`src/design/ps2md_pkg.sv`:
```
// Shared types and constants for the PS/2 mouse device emulator.
// Depends on nothing; every other design file but the checker imports it.
package ps2md_pkg;

	// Item kinds on the input channel.
	localparam logic [1:0] KIND_MOVE = 2'd0;
	localparam logic [1:0] KIND_CMD  = 2'd1;
	localparam logic [1:0] KIND_TICK = 2'd2;

	// Host commands.
	localparam logic [7:0] CMD_RESET     = 8'hff;
	localparam logic [7:0] CMD_DEFAULTS  = 8'hf6;
	localparam logic [7:0] CMD_DISABLE   = 8'hf5;
	localparam logic [7:0] CMD_ENABLE    = 8'hf4;
	localparam logic [7:0] CMD_SET_RATE  = 8'hf3;
	localparam logic [7:0] CMD_GET_ID    = 8'hf2;
	localparam logic [7:0] CMD_READ_DATA = 8'heb;
	localparam logic [7:0] CMD_STATUS    = 8'he9;

	// Reply bytes and packet constants.
	localparam logic [7:0] BYTE_ACK       = 8'hfa;
	localparam logic [7:0] BYTE_BAT       = 8'haa;
	localparam logic [7:0] BYTE_BAT_SUBST = 8'hab;
	localparam logic [7:0] STATUS_STREAM  = 8'h20;
	localparam logic [7:0] STATUS_SECOND  = 8'h02;
	localparam logic [7:0] PKT_ALWAYS_ONE = 8'h08;
	localparam logic [7:0] PKT_X_SIGN     = 8'h10;
	localparam logic [7:0] PKT_Y_SIGN     = 8'h20;
	localparam logic [7:0] RATE_DEFAULT   = 8'd100;

	// Rate knock sequences that unlock the extended modes.
	localparam logic [23:0] SEQ_WHEEL = 24'hc86450;
	localparam logic [23:0] SEQ_FIVE  = 24'hc8c850;

	// Device identifiers.
	localparam logic [2:0] ID_STANDARD = 3'd0;
	localparam logic [2:0] ID_WHEEL    = 3'd3;
	localparam logic [2:0] ID_FIVE     = 3'd4;

	// Movement clamp limits.
	localparam logic signed [15:0] XY_MAX = 16'sd255;
	localparam logic signed [15:0] XY_MIN = -16'sd255;
	localparam logic signed [7:0]  WHL_MAX = 8'sd7;
	localparam logic signed [7:0]  WHL_MIN = -8'sd8;

	// One reply run: up to four bytes and the index of the final one.
	typedef struct packed {
		logic [3:0][7:0] bytes;
		logic [1:0]      last_idx;
	} ps2md_job_t;

endpackage

```
`src/design/ps2md_front.sv`:
```
// Front end: accepts items, keeps the mouse state and builds reply runs.
// Depends on ps2md_pkg; feeds ps2md_queue.
module ps2md_front import ps2md_pkg::*; (
	input  logic              clk,
	input  logic              arst_n,
	input  logic              accept,
	input  logic [1:0]        kind,
	input  logic [7:0]        buttons,
	input  logic signed [7:0] move_x,
	input  logic signed [7:0] move_y,
	input  logic signed [7:0] move_wheel,
	input  logic [7:0]        host_byte,
	input  logic [7:0]        prev_host_byte,
	input  logic              line_busy,
	output logic              push,
	output ps2md_job_t        job
);

	logic               streaming_on_q, moving_flag_q;
	logic [23:0]        rate_history_q;
	logic [2:0]         device_id_q;
	logic [7:0]         sample_rate_q, button_state_q;
	logic signed [15:0] acc_x_q, acc_y_q;
	logic signed [7:0]  acc_wheel_q;

	logic               streaming_d, moving_d;
	logic [23:0]        rate_history_d;
	logic [2:0]         device_id_d;
	logic [7:0]         sample_rate_d, button_state_d;
	logic signed [15:0] acc_x_d, acc_y_d;
	logic signed [7:0]  acc_wheel_d;

	logic [23:0]        hist_shift;
	logic [7:0]         clamp_x, clamp_y, neg_y, pkt_b1, pkt_b2, pkt_b3, pkt_b4;
	logic signed [7:0]  wheel_neg, wheel_clamp;
	logic signed [15:0] excess_x, excess_y;
	logic               all_zero, ext_mode;

	// Packet fields derived from the current accumulators.
	always_comb begin
		clamp_x = (acc_x_q < XY_MIN) ? 8'h01 : (acc_x_q > XY_MAX) ? 8'hff : acc_x_q[7:0];
		clamp_y = (acc_y_q < XY_MIN) ? 8'h01 : (acc_y_q > XY_MAX) ? 8'hff : acc_y_q[7:0];
		neg_y   = 8'h00 - clamp_y;
		pkt_b1  = PKT_ALWAYS_ONE | {5'b0, button_state_q[2:0]}
			| ((acc_x_q < 16'sd0) ? PKT_X_SIGN : 8'h00)
			| ((acc_y_q > 16'sd0) ? PKT_Y_SIGN : 8'h00);
		pkt_b2  = (clamp_x == BYTE_BAT) ? BYTE_BAT_SUBST : clamp_x;
		pkt_b3  = (neg_y == BYTE_BAT) ? BYTE_BAT_SUBST : neg_y;
		wheel_neg   = 8'sd0 - acc_wheel_q;
		wheel_clamp = (wheel_neg < WHL_MIN) ? WHL_MIN
			: (wheel_neg > WHL_MAX) ? WHL_MAX : wheel_neg;
		pkt_b4 = (device_id_q == ID_FIVE)
			? {2'b00, button_state_q[4:3], wheel_clamp[3:0]} : wheel_clamp;
		excess_x = (acc_x_q < XY_MIN) ? acc_x_q + XY_MAX
			: (acc_x_q > XY_MAX) ? acc_x_q - XY_MAX : 16'sd0;
		excess_y = (acc_y_q < XY_MIN) ? acc_y_q + XY_MAX
			: (acc_y_q > XY_MAX) ? acc_y_q - XY_MAX : 16'sd0;
		all_zero = (button_state_q == 8'h00) && (acc_x_q == 16'sd0)
			&& (acc_y_q == 16'sd0) && (acc_wheel_q == 8'sd0);
		ext_mode = (device_id_q == ID_WHEEL) || (device_id_q == ID_FIVE);
		hist_shift = {rate_history_q[15:0], host_byte};
	end

	// Classify the item, update the state and build its reply run.
	always_comb begin
		streaming_d    = streaming_on_q;
		moving_d       = moving_flag_q;
		rate_history_d = rate_history_q;
		device_id_d    = device_id_q;
		sample_rate_d  = sample_rate_q;
		button_state_d = button_state_q;
		acc_x_d        = acc_x_q;
		acc_y_d        = acc_y_q;
		acc_wheel_d    = acc_wheel_q;
		push           = 1'b0;
		job.bytes      = {4{BYTE_ACK}};
		job.last_idx   = 2'd0;
		unique case (kind)
			KIND_MOVE: begin
				button_state_d = buttons;
				acc_x_d        = acc_x_q + 16'(move_x);
				acc_y_d        = acc_y_q + 16'(move_y);
				acc_wheel_d    = acc_wheel_q + move_wheel;
			end
			KIND_CMD: begin
				push = 1'b1;
				// Most commands drop pending motion; status and read data keep it.
				if (prev_host_byte == CMD_SET_RATE || (host_byte != CMD_STATUS
					&& host_byte != CMD_READ_DATA)) begin
					moving_d       = 1'b0;
					button_state_d = 8'h00;
					acc_x_d        = 16'sd0;
					acc_y_d        = 16'sd0;
					acc_wheel_d    = 8'sd0;
				end
				if (prev_host_byte == CMD_SET_RATE) begin
					sample_rate_d  = host_byte;
					rate_history_d = hist_shift;
					if (device_id_q == ID_STANDARD && hist_shift == SEQ_WHEEL) begin
						device_id_d = ID_WHEEL;
					end else if (device_id_q == ID_WHEEL && hist_shift == SEQ_FIVE) begin
						device_id_d = ID_FIVE;
					end
				end else begin
					unique case (host_byte)
						CMD_RESET: begin
							device_id_d   = ID_STANDARD;
							sample_rate_d = RATE_DEFAULT;
							streaming_d   = 1'b0;
						end
						CMD_DEFAULTS: begin
							sample_rate_d = RATE_DEFAULT;
							streaming_d   = 1'b0;
						end
						CMD_DISABLE: streaming_d = 1'b0;
						CMD_ENABLE:  streaming_d = 1'b1;
						CMD_GET_ID: begin
							job.bytes[1] = {5'b0, device_id_q};
							job.last_idx = 2'd1;
						end
						CMD_READ_DATA: moving_d = 1'b1;
						CMD_STATUS: begin
							job.bytes[1] = streaming_on_q ? STATUS_STREAM : 8'h00;
							job.bytes[2] = STATUS_SECOND;
							job.bytes[3] = sample_rate_q;
							job.last_idx = 2'd3;
						end
						default: ;
					endcase
				end
			end
			KIND_TICK: begin
				if (streaming_on_q && !line_busy && (!all_zero || moving_flag_q)) begin
					push         = 1'b1;
					moving_d     = !all_zero;
					job.bytes    = {pkt_b4, pkt_b3, pkt_b2, pkt_b1};
					job.last_idx = ext_mode ? 2'd3 : 2'd2;
					acc_x_d      = excess_x;
					acc_y_d      = excess_y;
					acc_wheel_d  = 8'sd0;
				end
			end
			default: ;
		endcase
	end

	// Mouse state registers, updated once per accepted item.
	always_ff @(posedge clk or negedge arst_n) begin
		if (!arst_n) begin
			streaming_on_q <= 1'b0;
			moving_flag_q  <= 1'b0;
			rate_history_q <= 24'h0;
			device_id_q    <= ID_STANDARD;
			sample_rate_q  <= RATE_DEFAULT;
			button_state_q <= 8'h00;
			acc_x_q        <= 16'sd0;
			acc_y_q        <= 16'sd0;
			acc_wheel_q    <= 8'sd0;
		end else if (accept) begin
			streaming_on_q <= streaming_d;
			moving_flag_q  <= moving_d;
			rate_history_q <= rate_history_d;
			device_id_q    <= device_id_d;
			sample_rate_q  <= sample_rate_d;
			button_state_q <= button_state_d;
			acc_x_q        <= acc_x_d;
			acc_y_q        <= acc_y_d;
			acc_wheel_q    <= acc_wheel_d;
		end
	end

endmodule

```
`src/design/ps2md_queue.sv`:
```
// Short queue of reply runs between the front end and the byte sender.
// Depends on ps2md_pkg for the run type.
module ps2md_queue import ps2md_pkg::*; #(
	parameter int DEPTH = 4
) (
	input  logic       clk,
	input  logic       arst_n,
	input  logic       push,
	input  ps2md_job_t push_job,
	input  logic       pop,
	output ps2md_job_t head,
	output logic       not_empty,
	output logic       full
);

	localparam int PTR_W = $clog2(DEPTH);
	localparam int CNT_W = $clog2(DEPTH + 1);

	ps2md_job_t       entry_q [DEPTH];
	logic [PTR_W-1:0] wr_ptr_q, rd_ptr_q;
	logic [CNT_W-1:0] count_q;

	assign head      = entry_q[rd_ptr_q];
	assign not_empty = (count_q != '0);
	assign full      = (count_q == CNT_W'(DEPTH));

	// Entry storage, written at the tail.
	always_ff @(posedge clk) begin
		if (push) begin
			entry_q[wr_ptr_q] <= push_job;
		end
	end

	// Pointers and fill count.
	always_ff @(posedge clk or negedge arst_n) begin
		if (!arst_n) begin
			wr_ptr_q <= '0;
			rd_ptr_q <= '0;
			count_q  <= '0;
		end else begin
			if (push) begin
				wr_ptr_q <= (wr_ptr_q == PTR_W'(DEPTH - 1)) ? '0 : wr_ptr_q + 1'b1;
			end
			if (pop) begin
				rd_ptr_q <= (rd_ptr_q == PTR_W'(DEPTH - 1)) ? '0 : rd_ptr_q + 1'b1;
			end
			if (push && !pop) begin
				count_q <= count_q + 1'b1;
			end else if (pop && !push) begin
				count_q <= count_q - 1'b1;
			end
		end
	end

endmodule

```
`src/design/ps2md_back.sv`:
```
// Back end: sends the queued reply runs one byte per beat.
// Depends on ps2md_pkg; reads the head of ps2md_queue.
module ps2md_back import ps2md_pkg::*; (
	input  logic       clk,
	input  logic       arst_n,
	input  ps2md_job_t head,
	input  logic       not_empty,
	output logic       pop,
	input  logic       out_stall,
	output logic       out_valid,
	output logic [7:0] out_byte,
	output logic       last
);

	logic       valid_q, last_q;
	logic [7:0] byte_q;
	logic [1:0] idx_q;
	logic       load, take, at_end;

	// The output register refills when it is empty or its beat is taken.
	assign load   = !valid_q || !out_stall;
	assign take   = load && not_empty;
	assign at_end = (idx_q == head.last_idx);
	assign pop    = take && at_end;

	assign out_valid = valid_q;
	assign out_byte  = byte_q;
	assign last      = last_q;

	// Output register payload.
	always_ff @(posedge clk) begin
		if (take) begin
			byte_q <= head.bytes[idx_q];
			last_q <= at_end;
		end
	end

	// Output valid and byte position within the head run.
	always_ff @(posedge clk or negedge arst_n) begin
		if (!arst_n) begin
			valid_q <= 1'b0;
			idx_q   <= 2'd0;
		end else if (load) begin
			valid_q <= not_empty;
			if (take) begin
				idx_q <= at_end ? 2'd0 : idx_q + 2'd1;
			end
		end
	end

endmodule

```
`src/design/ps2_mouse_device_emulator.sv`:
```
// Top level of the PS/2 mouse device emulator.
// Depends on ps2md_pkg, ps2md_front, ps2md_queue and ps2md_back.
//
//   Channel  Handshake             Payload
//   input    in_valid / in_stall   kind, buttons, move_x, move_y, move_wheel,
//                                  host_byte, prev_host_byte, line_busy
//   output   out_valid / out_stall out_byte, last
//
// An item is taken whenever the run queue has room; its state update is
// done in the cycle it is taken. Replies leave one byte per cycle while
// out_stall is low; a wheel-mode tick or a status command is four bytes from
// the single byte sender. in_stall rises only while QUEUE_DEPTH runs wait.
// Reset clears all mouse state and the queue at once; no clearing pass.
module ps2_mouse_device_emulator import ps2md_pkg::*; #(
	parameter int QUEUE_DEPTH = 4
) (
	input  logic              clk,
	input  logic              arst_n,
	input  logic              in_valid,
	output logic              in_stall,
	input  logic [1:0]        kind,
	input  logic [7:0]        buttons,
	input  logic signed [7:0] move_x,
	input  logic signed [7:0] move_y,
	input  logic signed [7:0] move_wheel,
	input  logic [7:0]        host_byte,
	input  logic [7:0]        prev_host_byte,
	input  logic              line_busy,
	output logic              out_valid,
	input  logic              out_stall,
	output logic [7:0]        out_byte,
	output logic              last
);

	ps2md_job_t push_job, head;
	logic       push, pop, not_empty, full, accept;

	// Items are held off only while the queue is full.
	assign in_stall = full;
	assign accept   = in_valid && !full;

	ps2md_front u_front (
		.clk           (clk),
		.arst_n        (arst_n),
		.accept        (accept),
		.kind          (kind),
		.buttons       (buttons),
		.move_x        (move_x),
		.move_y        (move_y),
		.move_wheel    (move_wheel),
		.host_byte     (host_byte),
		.prev_host_byte(prev_host_byte),
		.line_busy     (line_busy),
		.push          (push),
		.job           (push_job)
	);

	ps2md_queue #(
		.DEPTH(QUEUE_DEPTH)
	) u_queue (
		.clk      (clk),
		.arst_n   (arst_n),
		.push     (push && accept),
		.push_job (push_job),
		.pop      (pop),
		.head     (head),
		.not_empty(not_empty),
		.full     (full)
	);

	ps2md_back u_back (
		.clk      (clk),
		.arst_n   (arst_n),
		.head     (head),
		.not_empty(not_empty),
		.pop      (pop),
		.out_stall(out_stall),
		.out_valid(out_valid),
		.out_byte (out_byte),
		.last     (last)
	);

endmodule

```
`config.mk`:
```
export PLATFORM = sky130hd
export DESIGN_NAME = ps2_mouse_device_emulator
export DESIGN_NICKNAME = d
export VERILOG_FILES = /design/src/design/ps2md_pkg.sv /design/src/design/ps2md_front.sv /design/src/design/ps2md_queue.sv /design/src/design/ps2md_back.sv /design/src/design/ps2_mouse_device_emulator.sv
export SDC_FILE = /design/constraint.sdc
export NUM_CORES = 1
export LEC_CHECK = 0
export BUFFER_PORTS_ARGS = -buffer_cell sky130_fd_sc_hd__buf_2
export CAP_MARGIN = 20
export CORE_UTILIZATION = 49
export DETAILED_ROUTE_END_ITERATION = 8
export HOLD_SLACK_MARGIN = 0.05
export PLACE_DENSITY = 0.67
export SLEW_MARGIN = 20
export SYNTH_ARGS = -nofsm -noshare
export SYNTH_HDL_FRONTEND = slang
export SYNTH_SLANG_ARGS = --single-unit
```
`constraint.sdc`:
```
create_clock -name clk -period 3.82 [get_ports clk]
set_input_delay 0.382 -clock clk [delete_from_list [all_inputs] [get_ports clk]]
set_output_delay 0.382 -clock clk [all_outputs]
set_load 0.05 [all_outputs]
```
==> results.sh, run 1 <==
export IMPL_status="complete, no violations"
export IMPL_place_congestion=0.8859
export IMPL_synth_edf_count=137
export IMPL_drt_pass1_iter_count=5
export IMPL_finish_instance_area_sq_um=14480
export IMPL_synth_top_cell_area_share_pct=32.18
export IMPL_vdd_drop_max_mv=0.3831
export IMPL_setup_viol=0
export IMPL_area_delta_synth_final_pct=13.27
export IMPL_synthesis_nets=1287
export IMPL_core_area_sq_um=25400
export IMPL_clock_sinks=223
export IMPL_clk_latency_ns=0.53
export IMPL_grt_pass1_wl_mm=52.03
export IMPL_fin_crit_ns=3.583
export IMPL_synthAdderAreaFrac_pct=6.303
export IMPL_antenna_cells=0
export IMPL_fp_dieW_um=163.5
export IMPL_synthMuxAreaShare_pct=7.683
export IMPL_synthTopCellsByCount="nand2_1 (142), edfxtp_1 (137), dfrtp_1 (83)"
export IMPL_fin_crit_sh_pct=93.79
export IMPL_cp_required_ns=4.23
export IMPL_track_usage_pct=24.87
export IMPL_htree_levels=1
export IMPL_finalHoldViolCount=0
export IMPL_detail_route_vias_per_cell=6.111
export IMPL_cts_buffer_depth=3
export IMPL_syn_area_per_cell_sq_um=10.93
export IMPL_portBuffers=65
export IMPL_dp_slack_ns=0.2014
export IMPL_worst_pin_slew_ns=0.9580
export IMPL_clk_pin_slew_ns=0.06
export IMPL_dpl_cell_area_sq_um=13680
export IMPL_rows=58
export IMPL_synthCells=1170
export IMPL_maxClockFrequency_mhz=279.1
export IMPL_synthXorXnorAreaFrac_pct=2.946
export IMPL_synth_most_common_cell="nand2_1"
export IMPL_grt_pass1_vias=9636
export IMPL_post_route_util_pct=57.01
export IMPL_cts_tree="built"
export IMPL_ys_types=76
export IMPL_yosys_warnings=0
export IMPL_hp_class="input port to register"
export IMPL_die_area_sq_um=26740
export IMPL_drive_gt1_share_pct=17.02
export IMPL_cp_arrival_ns=3.99
export IMPL_power_leakage_nw=5.735
export IMPL_rsz0062_at_grt="no"
export IMPL_antenna_found_initial=0
export IMPL_async_reset_ff_share_pct=38.57
export IMPL_slew_headroom_pct=35.90
export IMPL_setup_ws_ns=0.2371
export IMPL_power_mw=10.52
export IMPL_final_nets=1370
export IMPL_fin_tns_setup_ns=0
export IMPL_worstSetupPathType="register to register"
export IMPL_route_detailed_drc=0
export IMPL_cp_end_kind="register"
export IMPL_ant_nets=0
export IMPL_grt_max_degree=69
export IMPL_postCtsSetupBuffers=0
export IMPL_fin_skew_ns=0.008562
export IMPL_yosys_area_share_simple_pct=14.25
export IMPL_synth_top_family_by_area="compound AO/OA/AOI/OAI gates"
export IMPL_num_vias=9772
export IMPL_ys_ff_latch=223
export IMPL_gr_total_overflow=0
export IMPL_yosysSeqAreaShare_pct=49.05
export IMPL_start_util_pct=50.33
export IMPL_drt_first_iter_violations=868
export IMPL_ios=66
export IMPL_synth_area_leader_cell="edfxtp_1"
export IMPL_max_cap_violations=0
export IMPL_cts_buffers=24
export IMPL_hpwl_mm=22.81
export IMPL_finalMaxSlewViolations=0
export IMPL_startpoint_type="register"
export IMPL_die_h_um=163.5
export IMPL_ys_flop_type="edfxtp_1"
export IMPL_wl_per_cell_um=20.03
export IMPL_synth_compound_area_share_pct=16.44
export IMPL_crit_fanout=9
export IMPL_cts_root_buf="clkbuf_16"
export IMPL_synth_area_top_cells="edfxtp_1 (32%), dfrtp_1 (16%), mux4_2 (6.9%)"
export IMPL_netlist_area_sq_um=12780
export IMPL_routed_wl_mm=32.03
export IMPL_p_per_area_nw_per_um2=726.6
[what timing repair did]
item                                    4_1_cts  5_1_grt
hold buffers                                  1        0
endpoints found under the setup margin        0        6
hold endpoints to repair                     34        0
resized for setup                             0        2
[worst paths after layout]
kind	startpoint	end	slack, ns	depth (start not counted)
max	u_front.acc_x_q[11]	u_queue.count_q[1]	0.24	11
min	out_stall	u_back.out_valid	0.08	3
max reg2reg	u_front.acc_x_q[11]	u_queue.count_q[1]	0.24	11
min reg2reg	u_front.rate_history_q[13]	u_front.rate_history_q[13]	0.47	2
max in group asynchronous	arst_n	u_front.sample_rate_q[5]	2.40	3
min in group asynchronous	arst_n	u_front.acc_x_q[12]	0.54	2
[state kept, by name, indices dropped and copies added, names as in the netlist, 3 cells and up]
signal / flops
u_front.sample_rate_q: 8
u_front.acc_y_q: 16
u_queue.entry_q: 128
u_back.out_byte: 8
u_front.rate_history_q: 16
u_front.acc_wheel_q: 8
u_front.button_state_q: 8
u_queue.count_q: 3
u_front.acc_x_q: 16
[per-stage QoR]
stage	std cells	hold WS, ns
floorplan	1170	0.08641
global placement	1556	0.4524
detailed placement	1556	0.4589
CTS	1599	0.05960
global route	1599	0.08893
finish	1599	0.07556
[critical path, stage by stage, from the launching register on]
cell and delay (ns):
dfrtp_1 0.38, or4_4 0.56, or4_4 0.46, or4_4 0.61, o21bai_4 0.14, nor2_1 0.10
inv_1 0.10, a211oi_2 0.13, ha_1 0.24, inv_1 0.07, fa_1 0.41, mux2_2 0.27
[cell type report]
cell class                 instances  area [sq um]
fill                            2144         10920
clock buffer                      29         619.3
timing repair buffer             122         770.7
inverter                          39         146.4
multi-input combinational        843          6101
sequential                       223          6271
clock inverter                    13         158.9
tap                              330         412.9
[metal layers]
| layer | track usage (%) | share of wire, % |
|---|---|---|
| met2 | 41.76 | 48 |
| met1 | 33.79 | 43 |
| met5 | 0 | 0 |
| met4 | 7.786 | 3.2 |
| met3 | 2.692 | 5.6 |
[placed cells by master (no fill, tap or decap), types with 13 or more instances in the layout]
cell type  count
buf_2         64
nor2_1        76
o21ai_0       66
nand3_1       25
and3_1        13
xnor2_1       29
inv_1         39
o31ai_1       16
dfrtp_1       82
nor4_1        14
a21oi_1       63
a22o_1        13
buf_4         56
xor2_1        14
clkbuf_16     24
mux4_2        39
o211ai_1      14
ha_1          58
a21o_1        15
edfxtp_1     137
nor3_1        32
nand2_1      142
[where the power goes]
part           total, mW  internal (mW)  switching [mW]
clock               2.31           1.36           0.947
combinational       4.86           2.06            2.80
sequential          3.35           2.97           0.379
total               10.5           6.39            4.13
[cells by family after synthesis]
| kind of cell | after synthesis |
|---|---|
| AND/OR/NAND/NOR | 379 |
| AO/OA/AOI/OAI | 310 |
| flip-flops | 223 |
| buffers and inverters | 104 |
| adder cells (fa/ha/maj) | 62 |
| multiplexers | 49 |
| XOR/XNOR | 43 |
Power figures use the tool's default switching activity.
==> run 2: changes to the inputs <==
ABC_AREA = 1   (was not set)
PLACE_DENSITY = 0.66   (was 0.67)
==> run 2 against run 1 <==
Net effect: via count rose by 17%; total power grew 11%; largest cell class is now multi-input gates; highest routed layer unchanged; cell count is 29% higher.
==> results.sh, run 2 <==
export IMPL_drive_gt1_share_pct=14.82
export IMPL_regMostFlops="u_queue.entry_q"
export IMPL_finalMaxSlewViolations=0
export IMPL_synth_top_family_by_area="simple AND/OR/NAND/NOR gates"
export IMPL_status="complete, no violations"
export IMPL_drt_pass1_iter_count=9
export IMPL_rsz0062_at_grt="no"
export IMPL_grt_pass1_wl_mm=57.53
export IMPL_portBuffers=65
export IMPL_fin_skew_ns=0.01689
export IMPL_dpl_cell_area_sq_um=14370
export IMPL_yosys_warnings=0
export IMPL_crit_path_frequent_cell="nand2_2"
export IMPL_worstSetupPathType="register to register"
export IMPL_gr_total_overflow=0
export IMPL_synth_compound_area_share_pct=15.27
export IMPL_largest_reg_flops=128
export IMPL_num_vias=11470
export IMPL_synthMuxAreaShare_pct=0.08205
export IMPL_cp_end_kind="register"
export IMPL_finish_instance_area_sq_um=15220
export IMPL_htree_levels=1
export IMPL_fp_dieW_um=169.4
export IMPL_synth_area_leader_cell="edfxtp_1"
export IMPL_ant_nets=0
export IMPL_synth_top_cell_area_share_pct=29.98
export IMPL_rows=60
export IMPL_clk_pin_slew_ns=0.06
export IMPL_area_delta_synth_final_pct=10.92
export IMPL_ys_types=57
export IMPL_synthCells=1611
export IMPL_fillers=2507
export IMPL_grt_max_degree=66
export IMPL_synthesis_nets=1728
export IMPL_fin_crit_sh_pct=82.28
export IMPL_detail_route_vias_per_cell=5.569
export IMPL_ys_flop_type="edfxtp_1"
export IMPL_die_h_um=169.4
export IMPL_crit_path_max_incr_delay_ns=0.45
export IMPL_netlist_area_sq_um=13720
export IMPL_routed_wl_mm=36.00
export IMPL_crit_fanout=25
export IMPL_final_common_cell="nand2_1"
export IMPL_fin_cells=2059
export IMPL_synthTopCellsByCount="nand2_1 (319), o21ai_0 (167), nor2_1 (160)"
export IMPL_grt_pass1_vias=10910
export IMPL_postCtsSetupBuffers=0
export IMPL_track_usage_pct=25.36
export IMPL_p_per_area_nw_per_um2=764.3
export IMPL_cts_tree="built"
export IMPL_core_area_sq_um=27250
export IMPL_cts_buffer_depth=3
export IMPL_setup_ws_ns=0.6770
export IMPL_yosys_area_share_simple_pct=23.41
export IMPL_clock_sinks=223
export IMPL_ios=66
export IMPL_syn_area_per_cell_sq_um=8.519
export IMPL_ys_ff_latch=223
export IMPL_yosysSeqAreaShare_pct=45.68
export IMPL_fin_crit_ns=3.143
export IMPL_finalHoldViolCount=0
export IMPL_start_util_pct=50.36
export IMPL_cp_cell_sequence="inv_1, ha_1, nand2_2, nor2_4, nand2_2, nand2_2, nand2_4, inv_1, nor2_1, ha_1, nand3_1, xnor2_1, nor2_1, nand3_1, a21oi_2"
export IMPL_synth_most_common_cell="nand2_1"
export IMPL_route_detailed_drc=0
export IMPL_antenna_found_initial=0
export IMPL_cts_buffers=25
export IMPL_hp_class="input port to register"
export IMPL_final_nets=1785
export IMPL_fin_tns_setup_ns=0
export IMPL_hpwl_mm=25.48
export IMPL_vdd_drop_max_mv=0.3673
export IMPL_synthXorXnorAreaFrac_pct=3.127
export IMPL_hold_ws_ns=0.09672
export IMPL_synth_edf_count=137
export IMPL_worst_pin_slew_ns=1.060
export IMPL_dp_slack_ns=0.6753
export IMPL_power_leakage_nw=6.540
export IMPL_post_route_util_pct=55.86
export IMPL_place_congestion=0.8992
export IMPL_seqCellArea_sq_um=6271
export IMPL_cp_arrival_ns=3.48
export IMPL_clk_latency_ns=0.53
export IMPL_antenna_cells=0
export IMPL_maxClockFrequency_mhz=318.2
export IMPL_cts_root_buf="clkbuf_16"
export IMPL_cpMaxStageDelayCell="dfrtp_1"
export IMPL_drt_first_iter_violations=901
export IMPL_max_cap_violations=0
export IMPL_die_area_sq_um=28680
export IMPL_dp_cells=2012
export IMPL_slew_headroom_pct=28.42
export IMPL_async_reset_ff_share_pct=38.57
export IMPL_power_mw=11.63
export IMPL_synth_area_top_cells="edfxtp_1 (30%), dfrtp_1 (15%), nand2_1 (8.7%)"
export IMPL_cp_required_ns=4.16
export IMPL_startpoint_type="register"
export IMPL_wl_per_cell_um=17.49
export IMPL_synthAdderAreaFrac_pct=5.871
export IMPL_multi_input_area_sq_um=6565
export IMPL_setup_viol=0
export IMPL_mostFrequentLayoutCells="nand2_1 (319), o21ai_0 (167), nor2_1 (156), inv_1 (141), edfxtp_1 (137)"
run 2: final cells by class:
type                            count  share of cell area (%)
Timing Repair Buffer               85                   3.156
Inverter                          158                   3.937
Clock inverter                     12                   1.134
Tap cell                          372                   3.057
Sequential cell                   223                   41.19
Multi-Input combinational cell   1175                   43.12
Clock buffer                       34                   4.397
run 2: cell families after synthesis:
logic type | after synthesis
adders and majority gates | 62
and+or+nand+nor | 713
muxes | 1
buffers and inverters | 213
xor gates and xnor gates | 49
DFF | 223
AOI/OAI and AO/OA | 350
run 2: power breakdown:
group / leakage, nW / internal, mW / switching (mW)
logic: 3.77 / 1.89 / 3.76
registers: 2.37 / 2.99 / 0.508
clock network: 0.397 / 1.50 / 0.978
run 2: worst max-delay path, delay by kind of cell, from the launching register on:
kind / cells / cell delay [ns]
AND/OR/NAND/NOR: 9 / 1.25
adder cells (fa/ha/maj): 2 / 0.54
flip-flops: 1 / 0.45
buffers and inverters: 2 / 0.32
AO/OA/AOI/OAI: 1 / 0.21
XOR/XNOR: 1 / 0.17
run 2: worst paths after layout:
path / startpoint / end / slack (ns) / depth (start not counted)
worst max-delay path: u_front.acc_y_q[1] / u_queue.entry_q[0][18] / 0.68 / 15
worst min register to register: u_front.rate_history_q[12] / u_front.rate_history_q[12] / 0.48 / 2
worst max register to register: u_front.acc_y_q[1] / u_queue.entry_q[0][18] / 0.68 / 15
min in group asynchronous: arst_n / u_back.idx_q[1] / 0.51 / 2
worst min-delay path: out_stall / u_back.out_valid / 0.1 / 3
max in group asynchronous: arst_n / u_front.acc_y_q[5] / 2.40 / 3
run 2: what timing repair did:
item                       4_1_cts  5_1_grt
hold buffers                     1        0
gates resized for setup          0        0
setup endpoints to repair        0        0
hold endpoints to repair        21        0
run 2: routing by layer:
| layer | wire length (um) | track usage (%) |
|---|---|---|
| met1 | 16200 | 34.37 |
| met2 | 17070 | 42.91 |
| met3 | 1604 | 2.006 |
| met4 | 1127 | 8.696 |
| met5 | 0 | 0 |
==> run 3: changes to the inputs <==
PLACE_DENSITY = 0.64   (was 0.66)
clock period = 2.9 ns   (was 3.82 ns; I/O delays follow)
==> run 3 against run 2 <==
Net effect: sequential cell count unchanged; worst hold slack worse by 0.041 ns; largest cell class unchanged; maximum frequency up 16%; via count up 1.3%; highest routed layer unchanged; global-route usage up 0.33 points; count of clock-buffer cells in the layout down 9; first-iteration DRC count down 4.9%; critical path type unchanged.
==> results.sh, run 3 (synthesis results as in run 2) <==
export IMPL_status="complete, no violations"
export IMPL_crit_path_frequent_cell="nand2_2"
export IMPL_num_vias=11620
export IMPL_cts_buffer_depth=3
export IMPL_hold_ws_ns=0.05524
export IMPL_track_usage_pct=25.69
export IMPL_dpl_cell_area_sq_um=14720
export IMPL_final_nets=1834
export IMPL_power_leakage_nw=6.797
export IMPL_largest_reg_flops=128
export IMPL_rr_endpoint="u_queue.count_q[1]"
export IMPL_cp_cell_sequence="inv_2, nand2_2, nor2_2, nand2_2, nor2_4, nand4_4, nor2_4, nand4_4, nand3_2, o21ai_2, nand2_2, inv_1, ha_1, inv_1, fa_1, mux2_2"
export IMPL_multi_input_area_sq_um=6601
export IMPL_maxClockFrequency_mhz=369.0
export IMPL_cts_buffers=25
export IMPL_final_common_cell="nand2_1"
export IMPL_cp_required_ns=3.32
export IMPL_finish_instance_area_sq_um=15720
export IMPL_fin_skew_ns=0.006071
export IMPL_start_util_pct=50.36
export IMPL_core_area_sq_um=27250
export IMPL_grt_max_degree=65
export IMPL_power_mw=15.64
export IMPL_seqCellArea_sq_um=6272
export IMPL_cts_tree="built"
export IMPL_startpoint_type="register"
export IMPL_clk_latency_ns=0.54
export IMPL_area_delta_synth_final_pct=14.50
export IMPL_slew_headroom_pct=47.19
export IMPL_cp_end_kind="register"
export IMPL_antenna_cells=0
export IMPL_hp_class="input port to register"
export IMPL_antenna_found_initial=0
export IMPL_rows=60
export IMPL_max_cap_violations=0
export IMPL_finalMaxSlewViolations=0
export IMPL_p_per_area_nw_per_um2=995.4
export IMPL_crit_fanout=7
export IMPL_wl_per_cell_um=17.14
export IMPL_cpMaxStageDelayCell="fa_1"
export IMPL_finalHoldViolCount=0
export IMPL_portBuffers=65
export IMPL_crit_path_max_incr_delay_ns=0.41
export IMPL_ios=66
export IMPL_worst_pin_slew_ns=0.7823
export IMPL_grt_pass1_wl_mm=58.13
export IMPL_fin_crit_sh_pct=93.45
export IMPL_gr_total_overflow=0
export IMPL_rr_worst_depth=16
export IMPL_fillers=2508
export IMPL_vdd_drop_max_mv=0.5395
export IMPL_regMostFlops="u_queue.entry_q"
export IMPL_route_detailed_drc=0
export IMPL_drt_pass1_iter_count=5
export IMPL_drt_first_iter_violations=857
export IMPL_die_h_um=169.4
export IMPL_cp_arrival_ns=3.13
export IMPL_fp_dieW_um=169.4
export IMPL_fin_crit_ns=2.710
export IMPL_clock_sinks=223
export IMPL_routed_wl_mm=36.13
export IMPL_min_to="u_front.button_state_q[1]"
export IMPL_path_buf_inv=3
export IMPL_detail_route_vias_per_cell=5.510
export IMPL_r2r_start="u_front.acc_x_q[9]"
export IMPL_worstSetupPathType="register to register"
export IMPL_min_path_cells=3
export IMPL_hpwl_mm=25.48
export IMPL_setup_viol=0
export IMPL_rsz0062_at_grt="no"
export IMPL_cp_top_family="simple AND/OR/NAND/NOR gates"
export IMPL_drive_gt1_share_pct=17.17
export IMPL_die_area_sq_um=28680
export IMPL_grt_pass1_vias=11130
export IMPL_reg2reg_slack_ns=0.19
export IMPL_hp_start="buttons[1]"
export IMPL_place_congestion=0.9034
export IMPL_ant_nets=0
export IMPL_htree_levels=1
export IMPL_cts_root_buf="clkbuf_16"
export IMPL_mostFrequentLayoutCells="nand2_1 (319), o21ai_0 (167), nor2_1 (156), inv_1 (141), edfxtp_1 (137)"
export IMPL_clk_pin_slew_ns=0.06
run 3: how the worst max path moves through the flow:
| stage | slack (ns) | to | depth (start not counted) | start |
|---|---|---|---|---|
| after floorplan | -0.39 | u_queue.entry_q[0][0] | 11 | u_front.acc_y_q[1] |
| after global placement | 0.15 | u_queue.count_q[1] | 13 | u_front.acc_wheel_q[1] |
| after detailed placement | 0.06 | u_queue.count_q[1] | 13 | u_front.acc_wheel_q[1] |
| after CTS | 0.05 | u_queue.count_q[1] | 13 | u_front.acc_wheel_q[1] |
| after global routing | 0.006 | u_queue.count_q[1] | 16 | u_front.acc_x_q[9] |
| final | 0.19 | u_queue.count_q[1] | 16 | u_front.acc_x_q[9] |
run 3: cell type report:
type | instances | area share (%)
clock buffers | 25 | 3.981
multi-input cells | 1175 | 42.01
inverters | 158 | 3.814
repair buffers | 134 | 5.987
flip-flops and latches | 223 | 39.91
well taps | 372 | 2.962
clock inverters | 21 | 1.338
run 3: through the flow:
step,std cells,setup WS (ns),TNS [ns],utilization (%)
floorplan,1611,-0.3923,-50.21,-
global placement,2048,0.1532,0,54.01
detailed placement,2048,0.05719,0,54.01
CTS,2107,0.05204,0,57.56
global route,2108,0.005873,0,57.67
finish,2108,0.1898,0,57.67
run 3: worst register-to-register path, cell delays in order, from the launching register on:
cell and delay, ns:
dfrtp_1 0.38, inv_2 0.12, nand2_2 0.07, nor2_2 0.11
nand2_2 0.09, nor2_4 0.16, nand4_4 0.11, nor2_4 0.18
nand4_4 0.12, nand3_2 0.10, o21ai_2 0.09, nand2_2 0.08
inv_1 0.04, ha_1 0.17, inv_1 0.09, fa_1 0.41
mux2_2 0.26
run 3: power breakdown:
part           switching (mW)  total [mW]  internal (mW)
Clock                    1.34        3.21           1.86
Sequential              0.446        4.39           3.95
Combinational            5.25        8.04           2.79
Total                    7.04        15.6           8.60
run 3: per-layer routing:
| layer | global-route usage [%] | vias up | part of all wire, % |
|---|---|---|---|
| li1 | - | 5747 | - |
| met1 | 33.62 | 5496 | 44 |
| met2 | 44.23 | 295 | 48 |
| met3 | 2.962 | 78 | 4.6 |
| met4 | 8.617 | 0 | 3.1 |
| met5 | 0 | - | 0 |
run 3: what timing repair did:
item | CTS | global route
setup buffers | 0 | 1
endpoints found under the hold margin | 55 | 0
hold buffers | 13 | 0
gates resized for setup | 0 | 4
setup endpoints to repair | 0 | 2
